<file path="src/rtl/core/vec3_vector_alu_core_defines.svh">
// assertion macros for the vector alu core
`ifndef VEC3_VECTOR_ALU_CORE_DEFINES_SVH
`define VEC3_VECTOR_ALU_CORE_DEFINES_SVH

// same-cycle implication, checked out of reset
`define V3ALU_ASSERT_IMP(lbl, ante, cons) \
  lbl: assert property (@(posedge clk) disable iff (!rst_n) (ante) |-> (cons)) \
    else $error("vector alu assertion failed");

// next-cycle implication, checked out of reset
`define V3ALU_ASSERT_NXT(lbl, ante, cons) \
  lbl: assert property (@(posedge clk) disable iff (!rst_n) (ante) |=> (cons)) \
    else $error("vector alu assertion failed");

`endif

</file>
<file path="src/rtl/core/v3alu_pkg.sv">
// ----------------------------------------------------------------------------
// v3alu_pkg
// Shared constants and opcode type of the three-component vector alu.
// ----------------------------------------------------------------------------
package v3alu_pkg;

  localparam int COMP_WIDTH_DEF    = 16;
  localparam int LEN_FRAC_BITS_DEF = 8;
  localparam int VEC_W             = 32;
  localparam int SCALAR_W          = 33;
  localparam int OP_W              = 3;

  typedef enum logic [OP_W-1:0] {
    OP_ADD   = 3'd0,
    OP_NEG   = 3'd1,
    OP_SCALE = 3'd2,
    OP_DOT   = 3'd3,
    OP_CROSS = 3'd4,
    OP_LEN   = 3'd5
  } op_t;

endpackage

</file>
<file path="src/rtl/core/v3alu_lane.sv">
// ----------------------------------------------------------------------------
// v3alu_lane
// One component lane: two products and an add/negate, registered.
// ----------------------------------------------------------------------------
module v3alu_lane #(
  parameter int CW = v3alu_pkg::COMP_WIDTH_DEF
) (
  input  logic                 clk,
  input  logic                 en,
  input  v3alu_pkg::op_t       op,
  input  logic signed [CW-1:0] a_i,
  input  logic signed [CW-1:0] a_j,
  input  logic signed [CW-1:0] a_k,
  input  logic signed [CW-1:0] b_i,
  input  logic signed [CW-1:0] b_j,
  input  logic signed [CW-1:0] b_k,
  input  logic signed [CW-1:0] b_x,
  output logic signed [2*CW-1:0] p0_r,
  output logic signed [2*CW-1:0] p1_r,
  output logic signed [CW:0]     sum_r
);

  logic signed [CW-1:0]   m0;
  logic signed [CW-1:0]   m1;
  logic signed [CW:0]     sum_nxt;
  logic signed [2*CW-1:0] p0_nxt;
  logic signed [2*CW-1:0] p1_nxt;

  always_comb begin
    case (op)
      v3alu_pkg::OP_SCALE: begin m0 = a_i; m1 = b_x; end
      v3alu_pkg::OP_CROSS: begin m0 = a_j; m1 = b_k; end
      v3alu_pkg::OP_LEN:   begin m0 = a_i; m1 = a_i; end
      default:             begin m0 = a_i; m1 = b_i; end
    endcase
    if (op == v3alu_pkg::OP_NEG) begin
      sum_nxt = -(CW+1)'(a_i);
    end else begin
      sum_nxt = (CW+1)'(a_i) + (CW+1)'(b_i);
    end
    p0_nxt = m0 * m1;
    // cross subtrahend a_k*b_j
    p1_nxt = a_k * b_j;
  end

  always_ff @(posedge clk) begin
    if (en) begin
      p0_r  <= p0_nxt;
      p1_r  <= p1_nxt;
      sum_r <= sum_nxt;
    end
  end

endmodule

</file>
<file path="config.mk">
export PLATFORM = sky130hd
export DESIGN_NAME = v3alu_lane
export DESIGN_NICKNAME = d
export VERILOG_FILES = /design/src/rtl/core/vec3_vector_alu_core_defines.svh /design/src/rtl/core/v3alu_pkg.sv /design/src/rtl/core/v3alu_lane.sv
export SDC_FILE = /design/constraint.sdc
export NUM_CORES = 2
export LEC_CHECK = 0
export ABC_CLOCK_PERIOD_IN_PS = 7250
export BUFFER_PORTS_ARGS = -buffer_cell sky130_fd_sc_hd__buf_2
export CAP_MARGIN = 25
export CORE_MARGIN = 8
export CORE_UTILIZATION = 58
export CTS_BUF_LIST = sky130_fd_sc_hd__clkbuf_8
export DETAILED_ROUTE_END_ITERATION = 16
export PLACE_DENSITY_LB_ADDON = 0.08
export RECOVER_POWER = 25
export SLEW_MARGIN = 20
export SYNTH_ARGS = -nofsm -noshare
export SYNTH_HDL_FRONTEND = slang
export SYNTH_SLANG_ARGS = --single-unit
export TNS_END_PERCENT = 30
</file>
<file path="constraint.sdc">
create_clock -name clk -period 7.25 [get_ports clk]
set_input_delay 0 -clock clk [delete_from_list [all_inputs] [get_ports clk]]
set_output_delay 0 -clock clk [all_outputs]
set_load 0.01 [all_outputs]
</file>
==> flow_metrics.tcl <==
set metrics [dict create \
    status "finished, violations left" \
    violations "max-capacitance violations, max-slew violations" \
    drtIter0Drc 1108 \
    setup_viol 0 \
    max_cap_violations 2 \
    yosys-top-cells-area "fa_1, edfxtp_1, ha_1" \
    avgSynthCellArea_um2 9.49 \
    antenna_found_initial 2 \
    drc 0 \
    synth_area_um2 23600 \
    cts_tree "yes" \
    port_buffers 197 \
    routedWlPerCell_um 18.4 \
    dr.pass1.iters 7 \
    cts_sinks 81 \
    cp_num_buf_inv 6 \
    die_w_um 218 \
    critPathMaxStageDelay_ns 0.53 \
    ys_types 62 \
    ys_seq_elements 81 \
    h-tree-depth 3 \
    grt_pass1_wl_um 98400 \
    totalWireLength_um 59300 \
    top_level_ports 198 \
    cts_made_buffers 9 \
    viasPerCell 5.41 \
    cp.arrival_ns 7.11 \
    layout-drive-gt1-share_pct 11.3 \
    nNetsFinal 3505 \
    rsz0062_at_grt "false" \
    cp_max_fo 14 \
    track_usage_pct 26.3 \
    post-cts-setup-buffers 0 \
    syn-num-nets 3313 \
    final_antenna_net_count 0 \
    hpwlAfterDp_um 50600 \
    holdPathStages 4 \
    fin_crit_ns 6.91 \
    tightest_slew_ns 2.47 \
    die-area_um2 47400 \
    hold_viol 0 \
    cts_hold_buf 1 \
    yosysSeqAreaShare_pct 10.3 \
    slew-limit-headroom_pct -64.9 \
    endpoint "p0_r[29]" \
    placed_area_um2 25400 \
    cp_common_cell "fa_1" \
    drv_slew 84 \
    cp-end-kind "flip-flop" \
    finalInstanceArea_um2 25600 \
    rows 74 \
    synth_ff_type "edfxtp_1" \
    clk_pin_slew_ns 0.11 \
    hold_class "in2reg" \
    startpoint "op[2]" \
    grt-ovfl-total 0 \
    cts_root_buffer "clkbuf_8" \
    crit_type "in2reg" \
    synth_top_cell_area_share_pct 44.5 \
    grt_start_max_net_pins 43 \
    yosysWarningCount 0 \
    routabilityCongestion 0.948 \
    fin_crit_sh_pct 95.3 \
    cp.depth 25 \
    final.fill_count 3430 \
    die_y_um 218 \
    synth_edf_count 81 \
    cts_resized 0 \
    initial_utilization_pct 58.2 \
    cp-start-kind "primary input" \
    ys_async_sr_fraction_pct 0 \
    netlist.top_cell.by_area "fa_1" \
    vias 17445 \
    coreArea_um2 40600 \
    grt_pass1_vias 18723 \
    worst_ep_required_time_ns 7.45 \
    crit_slowest_cell "fa_1" \
    cp_top_family "adder cells" \
    fmax_mhz 145 \
    syn_to_final_growth_pct 8.51 \
    netlist_instances 2490 \
    clock_path_buffers 2 \
]
-- flip-flops by register name, summed over array words and instances (netlist names) --
| name | count |
|---|---|
| p0_r | 32 |
| p1_r | 32 |
| sum_r | 17 |
-- worst min path at each step --
stage | to | from
after global placement | p1_r[4] | p1_r[4]
after floorplan | p0_r[0] | en
after detailed placement | sum_r[0] | a_i[0]
final | sum_r[9] | a_i[9]
after CTS | sum_r[9] | a_i[9]
after global routing | sum_r[0] | b_i[0]
-- per-layer routing --
layer / vias to the layer above / wire length [um] / track usage [%]
li1: 7930 / - / -
met4: 0 / 1390 / 7.32
met5: - / 0 / 0
met3: 77 / 3450 / 3.69
met1: 8971 / 25400 / 36.2
met2: 467 / 29100 / 43.4
-- placed cells by master, fill, tap and decap left out, types with 13 or more instances in the layout --
cell	instances
a21oi_1	54
and2_1	111
edfxtp_1	81
o221ai_1	13
nor2_1	164
buf_4	50
nand2b_1	35
inv_1	594
o21bai_1	14
xor2_1	26
ha_1	181
nand3_1	15
a21o_1	23
xnor2_1	66
fa_1	525
mux2_2	14
nor3_1	18
nand2_1	297
mux2i_1	32
buf_2	195
o21ai_0	38
-- worst min-delay path, stage by stage --
cell	delay (ns)
buf_2	0.15
o21ai_0	0.08
nand3_1	0.07
o21ai_0	0.07
-- layout make-up --
| class | count | area, um2 | share of cell area, % |
|---|---|---|---|
| Clock buffer | 9 | 124 | 0.483 |
| Timing Repair Buffer | 250 | 1390 | 5.43 |
| Multi-Input combinational cell | 1746 | 18700 | 73.0 |
| Tap cell | 532 | 666 | 2.60 |
| Antenna cell | 3 | 7.51 | 0.0293 |
| Sequential cell | 81 | 2430 | 9.49 |
| Clock inverter | 7 | 75.1 | 0.293 |
| Inverter | 594 | 2230 | 8.70 |
-- per-stage QoR --
step / hold slack, ns / utilization [%] / worst slack [ns] / cells / TNS [ns]
floorplan: 0.112 / - / 0.0793 / 2490 / 0
global placement: 0.414 / 62.7 / -0.0360 / 3201 / -0.0407
detailed placement: 0.408 / 62.7 / -0.116 / 3202 / -0.297
CTS: 0.00584 / 63.2 / 0.392 / 3219 / 0
global route: 0.0654 / 63.2 / 0.0456 / 3221 / 0
finish: 0.0500 / 63.2 / 0.339 / 3222 / 0
-- synth_stat cells (10+ instances only) --
library cell,n
inv_1,594
fa_1,525
nand2_1,297
ha_1,181
nor2_1,165
and2_1,112
edfxtp_1,81
xnor2_1,66
clkbuf_1,63
a21oi_1,54
o21ai_0,38
nand2b_1,35
mux2i_1,32
xor2_1,26
a21o_1,23
nor3_1,18
nand3_1,15
mux2_2,14
o21bai_1,14
o221ai_1,13
a211oi_1,10
and3_1,10
nor2b_1,10
-- cells by family after synthesis --
group	count (synthesis)	share of synthesized area (%)
adders and majority gates	706	54.1
DFF	81	10.3
and+or+nand+nor	683	13.1
buffers and inverters	663	10.6
muxes	47	2.07
AOI/OAI and AO/OA	218	6.48
xor gates and xnor gates	92	3.41
Power is not shown: default switching activity piles up to over one toggle a cycle in this logic, so the estimate is an artifact.
