$ cat src/rtl/core/vec3_vector_alu_core_defines.svh
// assertion macros for the vector alu core
`ifndef VEC3_VECTOR_ALU_CORE_DEFINES_SVH
`define VEC3_VECTOR_ALU_CORE_DEFINES_SVH

// same-cycle implication, checked out of reset
`define V3ALU_ASSERT_IMP(lbl, ante, cons) \
  lbl: assert property (@(posedge clk) disable iff (!rst_n) (ante) |-> (cons)) \
    else $error("vector alu assertion failed");

// next-cycle implication, checked out of reset
`define V3ALU_ASSERT_NXT(lbl, ante, cons) \
  lbl: assert property (@(posedge clk) disable iff (!rst_n) (ante) |=> (cons)) \
    else $error("vector alu assertion failed");

`endif

$ cat src/rtl/core/v3alu_pkg.sv
// ----------------------------------------------------------------------------
// v3alu_pkg
// Shared constants and opcode type of the three-component vector alu.
// ----------------------------------------------------------------------------
package v3alu_pkg;

  localparam int COMP_WIDTH_DEF    = 16;
  localparam int LEN_FRAC_BITS_DEF = 8;
  localparam int VEC_W             = 32;
  localparam int SCALAR_W          = 33;
  localparam int OP_W              = 3;

  typedef enum logic [OP_W-1:0] {
    OP_ADD   = 3'd0,
    OP_NEG   = 3'd1,
    OP_SCALE = 3'd2,
    OP_DOT   = 3'd3,
    OP_CROSS = 3'd4,
    OP_LEN   = 3'd5
  } op_t;

endpackage

$ cat src/rtl/core/v3alu_sqrt_stage.sv
// ----------------------------------------------------------------------------
// v3alu_sqrt_stage
// One digit of the restoring square root: one bit pair in, one root bit out.
// ----------------------------------------------------------------------------
module v3alu_sqrt_stage #(
  parameter int RW = v3alu_pkg::COMP_WIDTH_DEF + v3alu_pkg::LEN_FRAC_BITS_DEF,
  parameter int XW = 2 * RW
) (
  input  logic          clk,
  input  logic          en,
  input  logic [RW+1:0] rem_in,
  input  logic [RW-1:0] root_in,
  input  logic [XW-1:0] x_in,
  output logic [RW+1:0] rem_r,
  output logic [RW-1:0] root_r,
  output logic [XW-1:0] x_r
);

  logic [RW+1:0] rem_sh;
  logic [RW+1:0] trial;
  logic          ge;
  logic [RW+1:0] rem_nxt;
  logic [RW-1:0] root_nxt;
  logic [XW-1:0] x_nxt;

  always_comb begin
    rem_sh   = {rem_in[RW-1:0], x_in[XW-1:XW-2]};
    trial    = {root_in, 2'b01};
    ge       = (rem_sh >= trial);
    rem_nxt  = ge ? (rem_sh - trial) : rem_sh;
    // top root bit is still zero before the last digit
    root_nxt = {root_in[RW-2:0], ge};
    x_nxt    = x_in << 2;
  end

  always_ff @(posedge clk) begin
    if (en) begin
      rem_r  <= rem_nxt;
      root_r <= root_nxt;
      x_r    <= x_nxt;
    end
  end

endmodule

$ cat config.mk
export PLATFORM = sky130hd
export DESIGN_NAME = v3alu_sqrt_stage
export DESIGN_NICKNAME = d
export VERILOG_FILES = /design/src/rtl/core/vec3_vector_alu_core_defines.svh /design/src/rtl/core/v3alu_pkg.sv /design/src/rtl/core/v3alu_sqrt_stage.sv
export SDC_FILE = /design/constraint.sdc
export NUM_CORES = 1
export LEC_CHECK = 0
export BUFFER_PORTS_ARGS = -buffer_cell sky130_fd_sc_hd__clkbuf_2
export CAP_MARGIN = 40
export CORE_MARGIN = 4
export CORE_UTILIZATION = 30
export CTS_BUF_LIST = sky130_fd_sc_hd__clkbuf_4 sky130_fd_sc_hd__clkbuf_8
export DETAILED_ROUTE_END_ITERATION = 8
export HOLD_SLACK_MARGIN = 0.15
export PLACE_DENSITY = 0.53
export SETUP_SLACK_MARGIN = 0.1
export SYNTH_ARGS = -nofsm -noshare
export SYNTH_HDL_FRONTEND = slang
export SYNTH_SLANG_ARGS = --single-unit
$ cat constraint.sdc
create_clock -name clk -period 5.63 [get_ports clk]
set_input_delay 1.126 -clock clk [delete_from_list [all_inputs] [get_ports clk]]
set_output_delay 1.126 -clock clk [all_outputs]
set_load 0.01 [all_outputs]
==> flow_summary.ini, run 1 <==
[cells_and_area]
insertedDiodeCount = 0
area_delta_synth_final_pct = 29.0
finalCoreUtilization_pct = 39.6
num-nets-final = 684
post_route_cells_drive_above_1_share_pct = 41.6

[place]
gp_congestion = 0.743
hpwl_after_detailed_placement_microns = 9400
count_of_input_and_output_buffers = 193

[sta]
finalSetupTns_ns = 0
final_min_period_over_clock_period_pct = 66.7
setup_viol = 0
fin_worst_hold_slack_ns = 0.922
worst_pin_slew_ns = 0.678
maxSlewViolCount = 0
finalWorstPathRequiredPeriod_ns = 3.76
hold_violations = 0
rsz0062_at_grt = false
fmax_mhz = 266
slew-limit-headroom_pct = 54.8

[floorplanning]
pin_count = 198
design.die.area_sq_um = 17600
dieWidth_microns = 133
row_count = 45
initial_core_util_pct = 30.7
placeable_core_region_sq_um = 15200
dieHeight_microns = 133

[worst_hold_path]
worst_hold_path.endpoint = x_r[7]$_DFFE_PP_
worstHoldPathType = input pin to flip-flop
min-delay-start = x_in[5]
worst_hold_path.num_cells = 1

[setup_path]
critPathMaxFanout = 18
launching_element_type_of_the_critical_path = input pin
path_buf_inv = 3
worst_path_max_delay_cell = sky130_fd_sc_hd__nor4_2
slowest_delay_ns = 0.47
crit_path_cell_trace = clkbuf_2 > inv_1 > ha_1 > nand4_1 > nor4_2 > o311ai_1 > a31oi_1 > o2111ai_1 > a31oi_4 > buf_4 > mux2_2
critical_path.endpoint_type = flip-flop
cp_top_family = compound AO/OA/AOI/OAI gates
critPathKind = input pin to flip-flop
critPathArrivalTime_ns = 3.87
worst_ep_required_time_ns = 5.75

[power_and_ir_drop]
power_per_cell_area_nw_per_um2 = 286
total_leakage_power_nw = 2.72
design_power_total_mw = 1.73
ir_drop_uv = 107

[detailed_routing]
first_pass_iters = 4
route.antenna.remaining_nets = 0
route.detailed.wl_per_inst_microns = 15.8
vias = 3444
total_routed_length_microns = 11900
drc = 0
via_per_inst = 4.59
drt_first_iter_violations = 115

[synthesis]
synth_top_cells_by_count = sky130_fd_sc_hd__edfxtp_1 (96), sky130_fd_sc_hd__inv_1 (36), sky130_fd_sc_hd__a21oi_1 (34)
synth_top_cell_area_share_pct = 61.8
yosysUniqueCellTypes = 51
synth.cell_area_sq_um = 4670
synthMostInstantiatedCell = sky130_fd_sc_hd__edfxtp_1
async_reset_ff_share_pct = 0
avgSynthCellArea_sq_um = 12.9
netlist.top_cell.by_area = sky130_fd_sc_hd__edfxtp_1
synthesis_warnings = 0
synth_top_flop_cell = sky130_fd_sc_hd__edfxtp_1
ys_top_cells_by_area = sky130_fd_sc_hd__edfxtp_1 (62%), sky130_fd_sc_hd__ha_1 (7.0%), sky130_fd_sc_hd__a21oi_1 (3.6%), sky130_fd_sc_hd__inv_1 (2.9%), sky130_fd_sc_hd__xnor2_1 (2.8%)
synth-edff-count = 96
synth-seq-area-share_pct = 61.8
syn_inst = 362
synth_seq_cells = 96

[global_routing]
use_met2_pct = 21.7
grt_pass1_wl_microns = 18400
maximum_number_of_pins_on_one_net_before_global_route_repair = 54
number_of_antenna_violations_at_the_first_check_in_global_routing = 0
first_global_vias = 3448
grt_busiest_layer = met2
grt_use_total_pct = 13.5
total_overflow_reported_by_the_global_router = 0
routing_usage_on_met1_pct = 16.7
global_route.usage.met3_pct = 5.44

[clock_network]
cts-hold-fix-buffers = 0
root_buffer = sky130_fd_sc_hd__clkbuf_8
cts_setup_buffers = 0
cts_tree = yes
cts_max_path_buffers = 2
cts.clk_slew.worst_paths_ns = 0.10
post_cts_resize_count = 0
h-tree-depth = 3
cts_num_sinks = 96
tritoncts.num_buffers = 9

[outcome]
run_status = completed

[run]
drv.max_cap_violation_count = 0
==> where the power goes <==
part | internal (mW) | switching (mW) | total (mW)
logic | 0.163 | 0.210 | 0.373
clock network | 0.212 | 0.253 | 0.465
registers | 0.869 | 0.0181 | 0.887
==> layer usage <==
metal | up-vias | wire [microns]
met4 | 0 | 140
li1 | 1725 | -
met5 | - | 0
met1 | 1578 | 5180
met2 | 134 | 5520
met3 | 7 | 1040
==> kinds of logic (layout without fill, tap and decap cells) <==
group | count (synthesis) | after routing | synth area share (%)
compound gates | 90 | 90 | 13.1
xor+xnor | 21 | 21 | 3.94
fa+ha+maj | 26 | 26 | 6.97
buf+inv | 49 | 249 | 4.58
flops | 96 | 96 | 61.8
mux | 8 | 8 | 1.90
other cells | 1 | 2 | 0.0803
simple gates | 71 | 71 | 7.67
==> metrics by stage <==
| step | setup WS (ns) | cell area (sq um) | std cells |
|---|---|---|---|
| global route | 1.62 | 6020 | 751 |
| finish | 1.87 | 6020 | 751 |
| CTS | 1.80 | 6020 | 751 |
| global placement | 1.40 | 5830 | 735 |
| floorplan | 2.01 | 4670 | 363 |
| detailed placement | 1.42 | 5830 | 735 |
==> cells in the final DEF, fill, tap and decap left out, drive strengths merged, types with 3 or more instances in the layout <==
master | Yosys | final
nor2b | 4 | 4
nand3 | 7 | 7
xor2 | 6 | 6
a21oi | 34 | 34
buf | 8 | 5
a211oi | 3 | 3
ha | 26 | 26
xnor2 | 15 | 15
clkbuf | 5 | 202
and3 | 3 | 3
o21a | 3 | 3
or2 | 4 | 4
o21ai | 10 | 10
mux2 | 7 | 7
a21o | 12 | 12
nand2 | 7 | 7
inv | 36 | 38
edfxtp | 96 | 96
nand4 | 5 | 5
nor2 | 29 | 29
a31oi | 11 | 11
==> sequential cells by signal, summed over array words and instances, names as in the netlist <==
register / cells
rem_r: 26
root_r: 24
x_r: 46
==> how the worst max path moves through the flow <==
stage	start	to	slack, ns	depth (start not counted)
2_1_floorplan	root_in[10]	rem_r[24]$_DFFE_PP_	2.01	11
3_3_place_gp	root_in[10]	rem_r[12]$_DFFE_PP_	1.40	11
4_1_cts	root_in[11]	rem_r[4]$_DFFE_PP_	1.80	11
3_5_place_dp	root_in[11]	rem_r[12]$_DFFE_PP_	1.42	11
5_1_grt	root_in[11]	rem_r[4]$_DFFE_PP_	1.62	11
6_report	root_in[10]	rem_r[4]$_DFFE_PP_	1.87	11
==> area by class of cell <==
class	instances	area [sq um]
Clock buffer	10	131
Fill cell	1478	9180
Clock inverter	6	65.1
Multi-Input combinational cell	218	1580
Tap cell	188	235
Timing Repair Buffer	197	998
Inverter	36	135
Sequential cell	96	2880
Power figures use the tool's default switching activity.
==> run 2: changes to the inputs <==
--- a/config.mk
+++ b/config.mk
@@ -5,6 +5,7 @@
 export SDC_FILE = /design/constraint.sdc
 export NUM_CORES = 1
 export LEC_CHECK = 0
+export ABC_AREA = 1
 export BUFFER_PORTS_ARGS = -buffer_cell sky130_fd_sc_hd__clkbuf_2
 export CAP_MARGIN = 40
 export CORE_MARGIN = 4
@@ -12,7 +13,7 @@
 export CTS_BUF_LIST = sky130_fd_sc_hd__clkbuf_4 sky130_fd_sc_hd__clkbuf_8
 export DETAILED_ROUTE_END_ITERATION = 8
 export HOLD_SLACK_MARGIN = 0.15
-export PLACE_DENSITY = 0.53
+export PLACE_DENSITY = 0.54
 export SETUP_SLACK_MARGIN = 0.1
 export SYNTH_ARGS = -nofsm -noshare
 export SYNTH_HDL_FRONTEND = slang
==> constraint.sdc (replaced) <==
create_clock -name clk -period 3.4 [get_ports clk]
set_input_delay 0.68 -clock clk [delete_from_list [all_inputs] [get_ports clk]]
set_output_delay 0.68 -clock clk [all_outputs]
set_load 0.01 [all_outputs]
==> run 2 against run 1 <==
  * Synthesized cell count increased by 67%
  * Setup slack got worse by 0.81 ns
  * Final area increased by 14%
  * Global-route usage increased by 1.7 points
  * Wire length increased by 28%
  * Sequential share of layout area decreased by 5.7 points
  * Die area increased by 15%
  * Largest cell class unchanged
  * Highest routed layer unchanged
==> flow_summary.ini, run 2 <==
[floorplanning]
dieWidth_microns = 142
dieHeight_microns = 142
row_count = 48
initial_core_util_pct = 30.9
pin_count = 198
placeable_core_region_sq_um = 17500
design.die.area_sq_um = 20200

[synthesis]
synthMostInstantiatedCell = sky130_fd_sc_hd__nand2_1
async_reset_ff_share_pct = 0
yosysUniqueCellTypes = 31
synth.cell_area_sq_um = 5400
synth-seq-area-share_pct = 53.4
avgSynthCellArea_sq_um = 8.93
synthesis_warnings = 0
synth_top_cell_area_share_pct = 53.4
synth-edff-count = 96
synth_top_flop_cell = sky130_fd_sc_hd__edfxtp_1
synth_seq_cells = 96
ys_top_cells_by_area = sky130_fd_sc_hd__edfxtp_1 (53%), sky130_fd_sc_hd__nand2_1 (14%), sky130_fd_sc_hd__inv_1 (8.9%), sky130_fd_sc_hd__ha_1 (6.0%), sky130_fd_sc_hd__nand4_1 (2.7%)
netlist.top_cell.by_area = sky130_fd_sc_hd__edfxtp_1
synth_top_cells_by_count = sky130_fd_sc_hd__nand2_1 (205), sky130_fd_sc_hd__inv_1 (128), sky130_fd_sc_hd__edfxtp_1 (96)
syn_inst = 605

[clock_network]
cts_tree = yes
cts-hold-fix-buffers = 0
post_cts_resize_count = 0
cts_max_path_buffers = 2
cts.clk_slew.worst_paths_ns = 0.11
root_buffer = sky130_fd_sc_hd__clkbuf_8
h-tree-depth = 3
cts_num_sinks = 96
cts_setup_buffers = 0
tritoncts.num_buffers = 9

[run]
drv.max_cap_violation_count = 0

[power_and_ir_drop]
power_per_cell_area_nw_per_um2 = 427
total_leakage_power_nw = 3.59
ir_drop_uv = 169
design_power_total_mw = 2.92

[detailed_routing]
drt_first_iter_violations = 193
first_pass_iters = 4
vias = 4469
via_per_inst = 4.31
total_routed_length_microns = 15200
route.antenna.remaining_nets = 0
drc = 0
route.detailed.wl_per_inst_microns = 14.6

[global_routing]
first_global_vias = 4540
number_of_antenna_violations_at_the_first_check_in_global_routing = 0
maximum_number_of_pins_on_one_net_before_global_route_repair = 65
grt_pass1_wl_microns = 23800
total_overflow_reported_by_the_global_router = 0
grt_use_total_pct = 15.2

[worst_hold_path]
worstHoldPathType = input pin to flip-flop
worst_hold_path.num_cells = 1
worst_hold_path.endpoint = x_r[4]$_DFFE_PP_
min-delay-start = x_in[2]

[cells_and_area]
insertedDiodeCount = 0
area_delta_synth_final_pct = 26.7
num-nets-final = 933
post_route_cells_drive_above_1_share_pct = 29.4
top_register = x_r
finalCoreUtilization_pct = 39.1
largest_reg_flops = 46
fin_cells = 1037
mostFrequentLayoutCell = sky130_fd_sc_hd__nand2_1
top_regs = x_r (46), rem_r (26), root_r (24)
layout.cells.most_common_list = sky130_fd_sc_hd__nand2_1 (205), sky130_fd_sc_hd__clkbuf_2 (192), sky130_fd_sc_hd__inv_1 (128)

[sta]
fmax_mhz = 428
final_min_period_over_clock_period_pct = 68.7
setup_viol = 0
hold_violations = 0
fin_worst_hold_slack_ns = 0.459
maxSlewViolCount = 0
rsz0062_at_grt = false
finalWorstPathRequiredPeriod_ns = 2.34
finalSetupTns_ns = 0

[setup_path]
worst_ep_required_time_ns = 3.55
worst_path_max_delay_cell = sky130_fd_sc_hd__ha_1
slowest_delay_ns = 0.41
critPathKind = input pin to flip-flop
crit_path_cell_trace = clkbuf_2 > inv_1 > ha_1 > nand2_1 > nor2_1 > nand2_1 > nor2_2 > nand2_4 > nand3_4 > buf_12 > o21ai_1
critPathArrivalTime_ns = 2.49
critPathMostFrequentCell = sky130_fd_sc_hd__nand2_1
critical_path.endpoint_type = flip-flop
launching_element_type_of_the_critical_path = input pin
critPathMaxFanout = 24

[place]
gp_congestion = 0.860
place_inst = 1021
hpwl_after_detailed_placement_microns = 12100
count_of_input_and_output_buffers = 193

[outcome]
run_status = completed
==> run 2: cell count changes after synthesis, moves of 7 or more <==
cell                      delta
sky130_fd_sc_hd__nand2_1   +198
sky130_fd_sc_hd__inv_1      +92
sky130_fd_sc_hd__a21oi_1    -21
sky130_fd_sc_hd__nand3_1    +19
sky130_fd_sc_hd__nand4_1    +18
sky130_fd_sc_hd__xnor2_1    -14
sky130_fd_sc_hd__a21o_1     -11
sky130_fd_sc_hd__a31oi_1    -10
sky130_fd_sc_hd__o21ai_0     -8
sky130_fd_sc_hd__o21ai_2     +8
sky130_fd_sc_hd__mux2_2      -7
sky130_fd_sc_hd__xor2_1      +7
==> run 2: cell families after synthesis <==
kind of cell    after synthesis  share of synthesized area, %
simple gates                303                          24.7
xor+xnor                     14                          2.27
buf+inv                     137                          10.1
fa+ha+maj                    26                          6.02
flops                        96                          53.4
other cells                   1                        0.0694
compound gates               28                          3.45
==> run 2: worst max path at each step <==
stage,cells past startpoint,slack [ns],endpoint,from
2_1_floorplan,11,1.09,rem_r[7]$_DFFE_PP_,root_in[15]
3_3_place_gp,12,0.64,rem_r[25]$_DFFE_PP_,root_in[21]
3_5_place_dp,12,0.64,rem_r[7]$_DFFE_PP_,root_in[21]
4_1_cts,12,1.07,rem_r[14]$_DFFE_PP_,root_in[21]
5_1_grt,12,0.93,rem_r[14]$_DFFE_PP_,root_in[21]
6_report,11,1.06,rem_r[6]$_DFFE_PP_,root_in[17]
==> run 2: where the power goes <==
part           internal (mW)  total [mW]  switching [mW]  leakage [nW]
Sequential              1.44        1.47          0.0287         0.939
Combinational          0.265       0.705           0.440          2.56
Clock                  0.282       0.750           0.468        0.0957
==> run 2: through the flow <==
stage	worst slack [ns]	instance area, sq um
floorplan	1.09	5400
global placement	0.639	6660
detailed placement	0.638	6660
CTS	1.07	6840
global route	0.929	6840
finish	1.06	6840
==> run 2: worst max-delay path: cells and delay by family <==
kind	cells	cell delay (ns)
AND/OR/NAND/NOR	6	0.94
adder cells (fa/ha/maj)	1	0.41
AO/OA/AOI/OAI	1	0.08
buffers and inverters	3	0.35
==> run 2: final cells by class <==
| class | count | area (sq um) |
|---|---|---|
| fill | 1856 | 10600 |
| sequential | 96 | 2880 |
| multi-input combinational | 373 | 1980 |
| timing repair buffer | 198 | 1030 |
| inverter | 129 | 484 |
| tap | 225 | 282 |
| clock buffer | 9 | 124 |
| clock inverter | 7 | 61.3 |
==> run 2: routing by layer <==
layer,track usage (%),up-vias,part of all wire (%)
li1,-,2326,-
met1,19.4,1976,45
met2,25.2,152,45
met3,3.86,15,8.4
met4,5.25,0,1.7
met5,0,-,0
==> run 3: changes to the inputs <==
--- a/config.mk
+++ b/config.mk
@@ -13,7 +13,7 @@
 export CTS_BUF_LIST = sky130_fd_sc_hd__clkbuf_4 sky130_fd_sc_hd__clkbuf_8
 export DETAILED_ROUTE_END_ITERATION = 8
 export HOLD_SLACK_MARGIN = 0.15
-export PLACE_DENSITY = 0.54
+export PLACE_DENSITY = 0.52
 export SETUP_SLACK_MARGIN = 0.1
 export SYNTH_ARGS = -nofsm -noshare
 export SYNTH_HDL_FRONTEND = slang
==> constraint.sdc (replaced) <==
create_clock -name clk -period 2.2 [get_ports clk]
set_input_delay 0.44 -clock clk [delete_from_list [all_inputs] [get_ports clk]]
set_output_delay 0.44 -clock clk [all_outputs]
set_load 0.01 [all_outputs]
==> run 3 against run 2 <==
  * Clock power up 69%
  * Setup slack worse by 0.74 ns
  * Die area unchanged
  * Critical path depth up 1
  * Clock-buffer cell count up 1
  * Combinational power up 70%
  * Highest routed layer unchanged
==> flow_summary.ini, run 3 (synthesis gave the netlist of run 2 again) <==
[outcome]
run_status = completed

[global_routing]
maximum_number_of_pins_on_one_net_before_global_route_repair = 38
total_overflow_reported_by_the_global_router = 0
first_global_vias = 4718
number_of_antenna_violations_at_the_first_check_in_global_routing = 0
grt_pass1_wl_microns = 24100
grt_use_total_pct = 15.3

[cells_and_area]
area_delta_synth_final_pct = 35.1
layout.cells.most_common_list = sky130_fd_sc_hd__nand2_1 (205), sky130_fd_sc_hd__clkbuf_2 (192), sky130_fd_sc_hd__inv_1 (128)
largest_reg_flops = 46
post_route_cells_drive_above_1_share_pct = 34.1
insertedDiodeCount = 0
mostFrequentLayoutCell = sky130_fd_sc_hd__nand2_1
filler_cell_count = 1801
top_regs = x_r (46), rem_r (26), root_r (24)
num-nets-final = 989
multi_input_area_sq_um = 1980
finalCoreUtilization_pct = 41.7
sequential_cell_area_sq_um = 2880
top_register = x_r

[detailed_routing]
first_pass_iters = 4
route.detailed.wl_per_inst_microns = 14.1
vias = 4634
drt_first_iter_violations = 155
total_routed_length_microns = 15400
route.antenna.remaining_nets = 0
drc = 0
via_per_inst = 4.24

[setup_path]
worst_ep_required_time_ns = 2.34
crit_path_start = root_in[11]
crit_path_cell_trace = clkbuf_2 > inv_1 > ha_1 > nand2_1 > buf_4 > nor2_1 > nand2_1 > inv_1 > nand3_4 > nand3_4 > buf_12 > o21ai_1
launching_element_type_of_the_critical_path = input pin
critical_path.endpoint_type = flip-flop
critPathKind = input pin to flip-flop
slowest_delay_ns = 0.31
worst_path_max_delay_cell = sky130_fd_sc_hd__ha_1
critPathArrivalTime_ns = 2.02
critPathMaxFanout = 21

[power_and_ir_drop]
total_leakage_power_nw = 3.88
power_per_cell_area_nw_per_um2 = 650
design_power_total_mw = 4.74
ir_drop_uv = 366

[sta]
rsz0062_at_grt = false
maxSlewViolCount = 0
hold_violations = 0
finalWorstPathRequiredPeriod_ns = 1.88
setup_viol = 0
fmax_mhz = 532
final_min_period_over_clock_period_pct = 85.4

[clock_network]
cts.clk_slew.worst_paths_ns = 0.10
cts_max_path_buffers = 2
root_buffer = sky130_fd_sc_hd__clkbuf_8
cts_setup_buffers = 0
cts_tree = yes
cts_num_sinks = 96
post_cts_resize_count = 0
tritoncts.num_buffers = 9
cts-hold-fix-buffers = 0
h-tree-depth = 3

[worst_hold_path]
worstHoldPathType = input pin to flip-flop
min-delay-start = x_in[24]

[floorplanning]
pin_count = 198
placeable_core_region_sq_um = 17500
design.die.area_sq_um = 20200
dieHeight_microns = 142
initial_core_util_pct = 30.9
dieWidth_microns = 142
row_count = 48

[run]
drv.max_cap_violation_count = 0

[place]
gp_congestion = 0.887
count_of_input_and_output_buffers = 193
hpwl_after_detailed_placement_microns = 12800
[run 3: cell count changes in the layout (fill, tap and decap cells not counted), sizes merged]
cell    delta
clkbuf     +1
buf       +56
clkinv     -1
bufinv     +1
inv        -1
[run 3: worst paths after layout]
path,cells past startpoint,endpoint
setup / recovery,12,rem_r[6]$_DFFE_PP_
hold / removal,1,x_r[26]$_DFFE_PP_
[run 3: metrics by stage]
| stage | instances | setup WS [ns] | TNS (ns) | hold slack, ns | cell area [sq um] |
|---|---|---|---|---|---|
| after global placement | 1077 | -0.116 | -2.29 | 0.617 | 7090 |
| after global routing | 1093 | 0.140 | 0 | 0.188 | 7300 |
| after detailed placement | 1077 | -0.112 | -2.03 | 0.619 | 7090 |
| after CTS | 1093 | 0.291 | 0 | 0.207 | 7300 |
| after floorplan | 606 | 0.128 | 0 | 0.539 | 5400 |
| final | 1093 | 0.321 | 0 | 0.227 | 7300 |
[run 3: critical path: cells and delay by family]
family          cells  cell delay [ns]
compound gates      1             0.07
simple gates        5             0.59
buf+inv             5             0.60
fa+ha+maj           1             0.31
[run 3: report_power, final]
part | switching (mW) | leakage, nW | internal, mW | total [mW]
registers | 0.0454 | 0.939 | 2.22 | 2.27
clock network | 0.708 | 0.107 | 0.560 | 1.27
logic | 0.696 | 2.83 | 0.508 | 1.20
[run 3: cell type report]
cell class / count / share of cell area, %
multi-input cells: 373 / 27.1
clock buffers: 10 / 1.80
inverters: 129 / 6.64
well taps: 225 / 3.86
clock inverters: 6 / 1.05
flip-flops and latches: 96 / 39.5
repair buffers: 254 / 20.1
[run 3: metal layers]
layer / vias up / wire [microns] / share of wire (%) / GRT usage, %
met1: 2036 / 6790 / 44 / 19.2
met2: 152 / 7110 / 46 / 26.0
met5: - / 0 / 0 / 0
met3: 9 / 1380 / 9.0 / 4.50
li1: 2437 / - / - / -
met4: 0 / 126 / 0.82 / 3.48
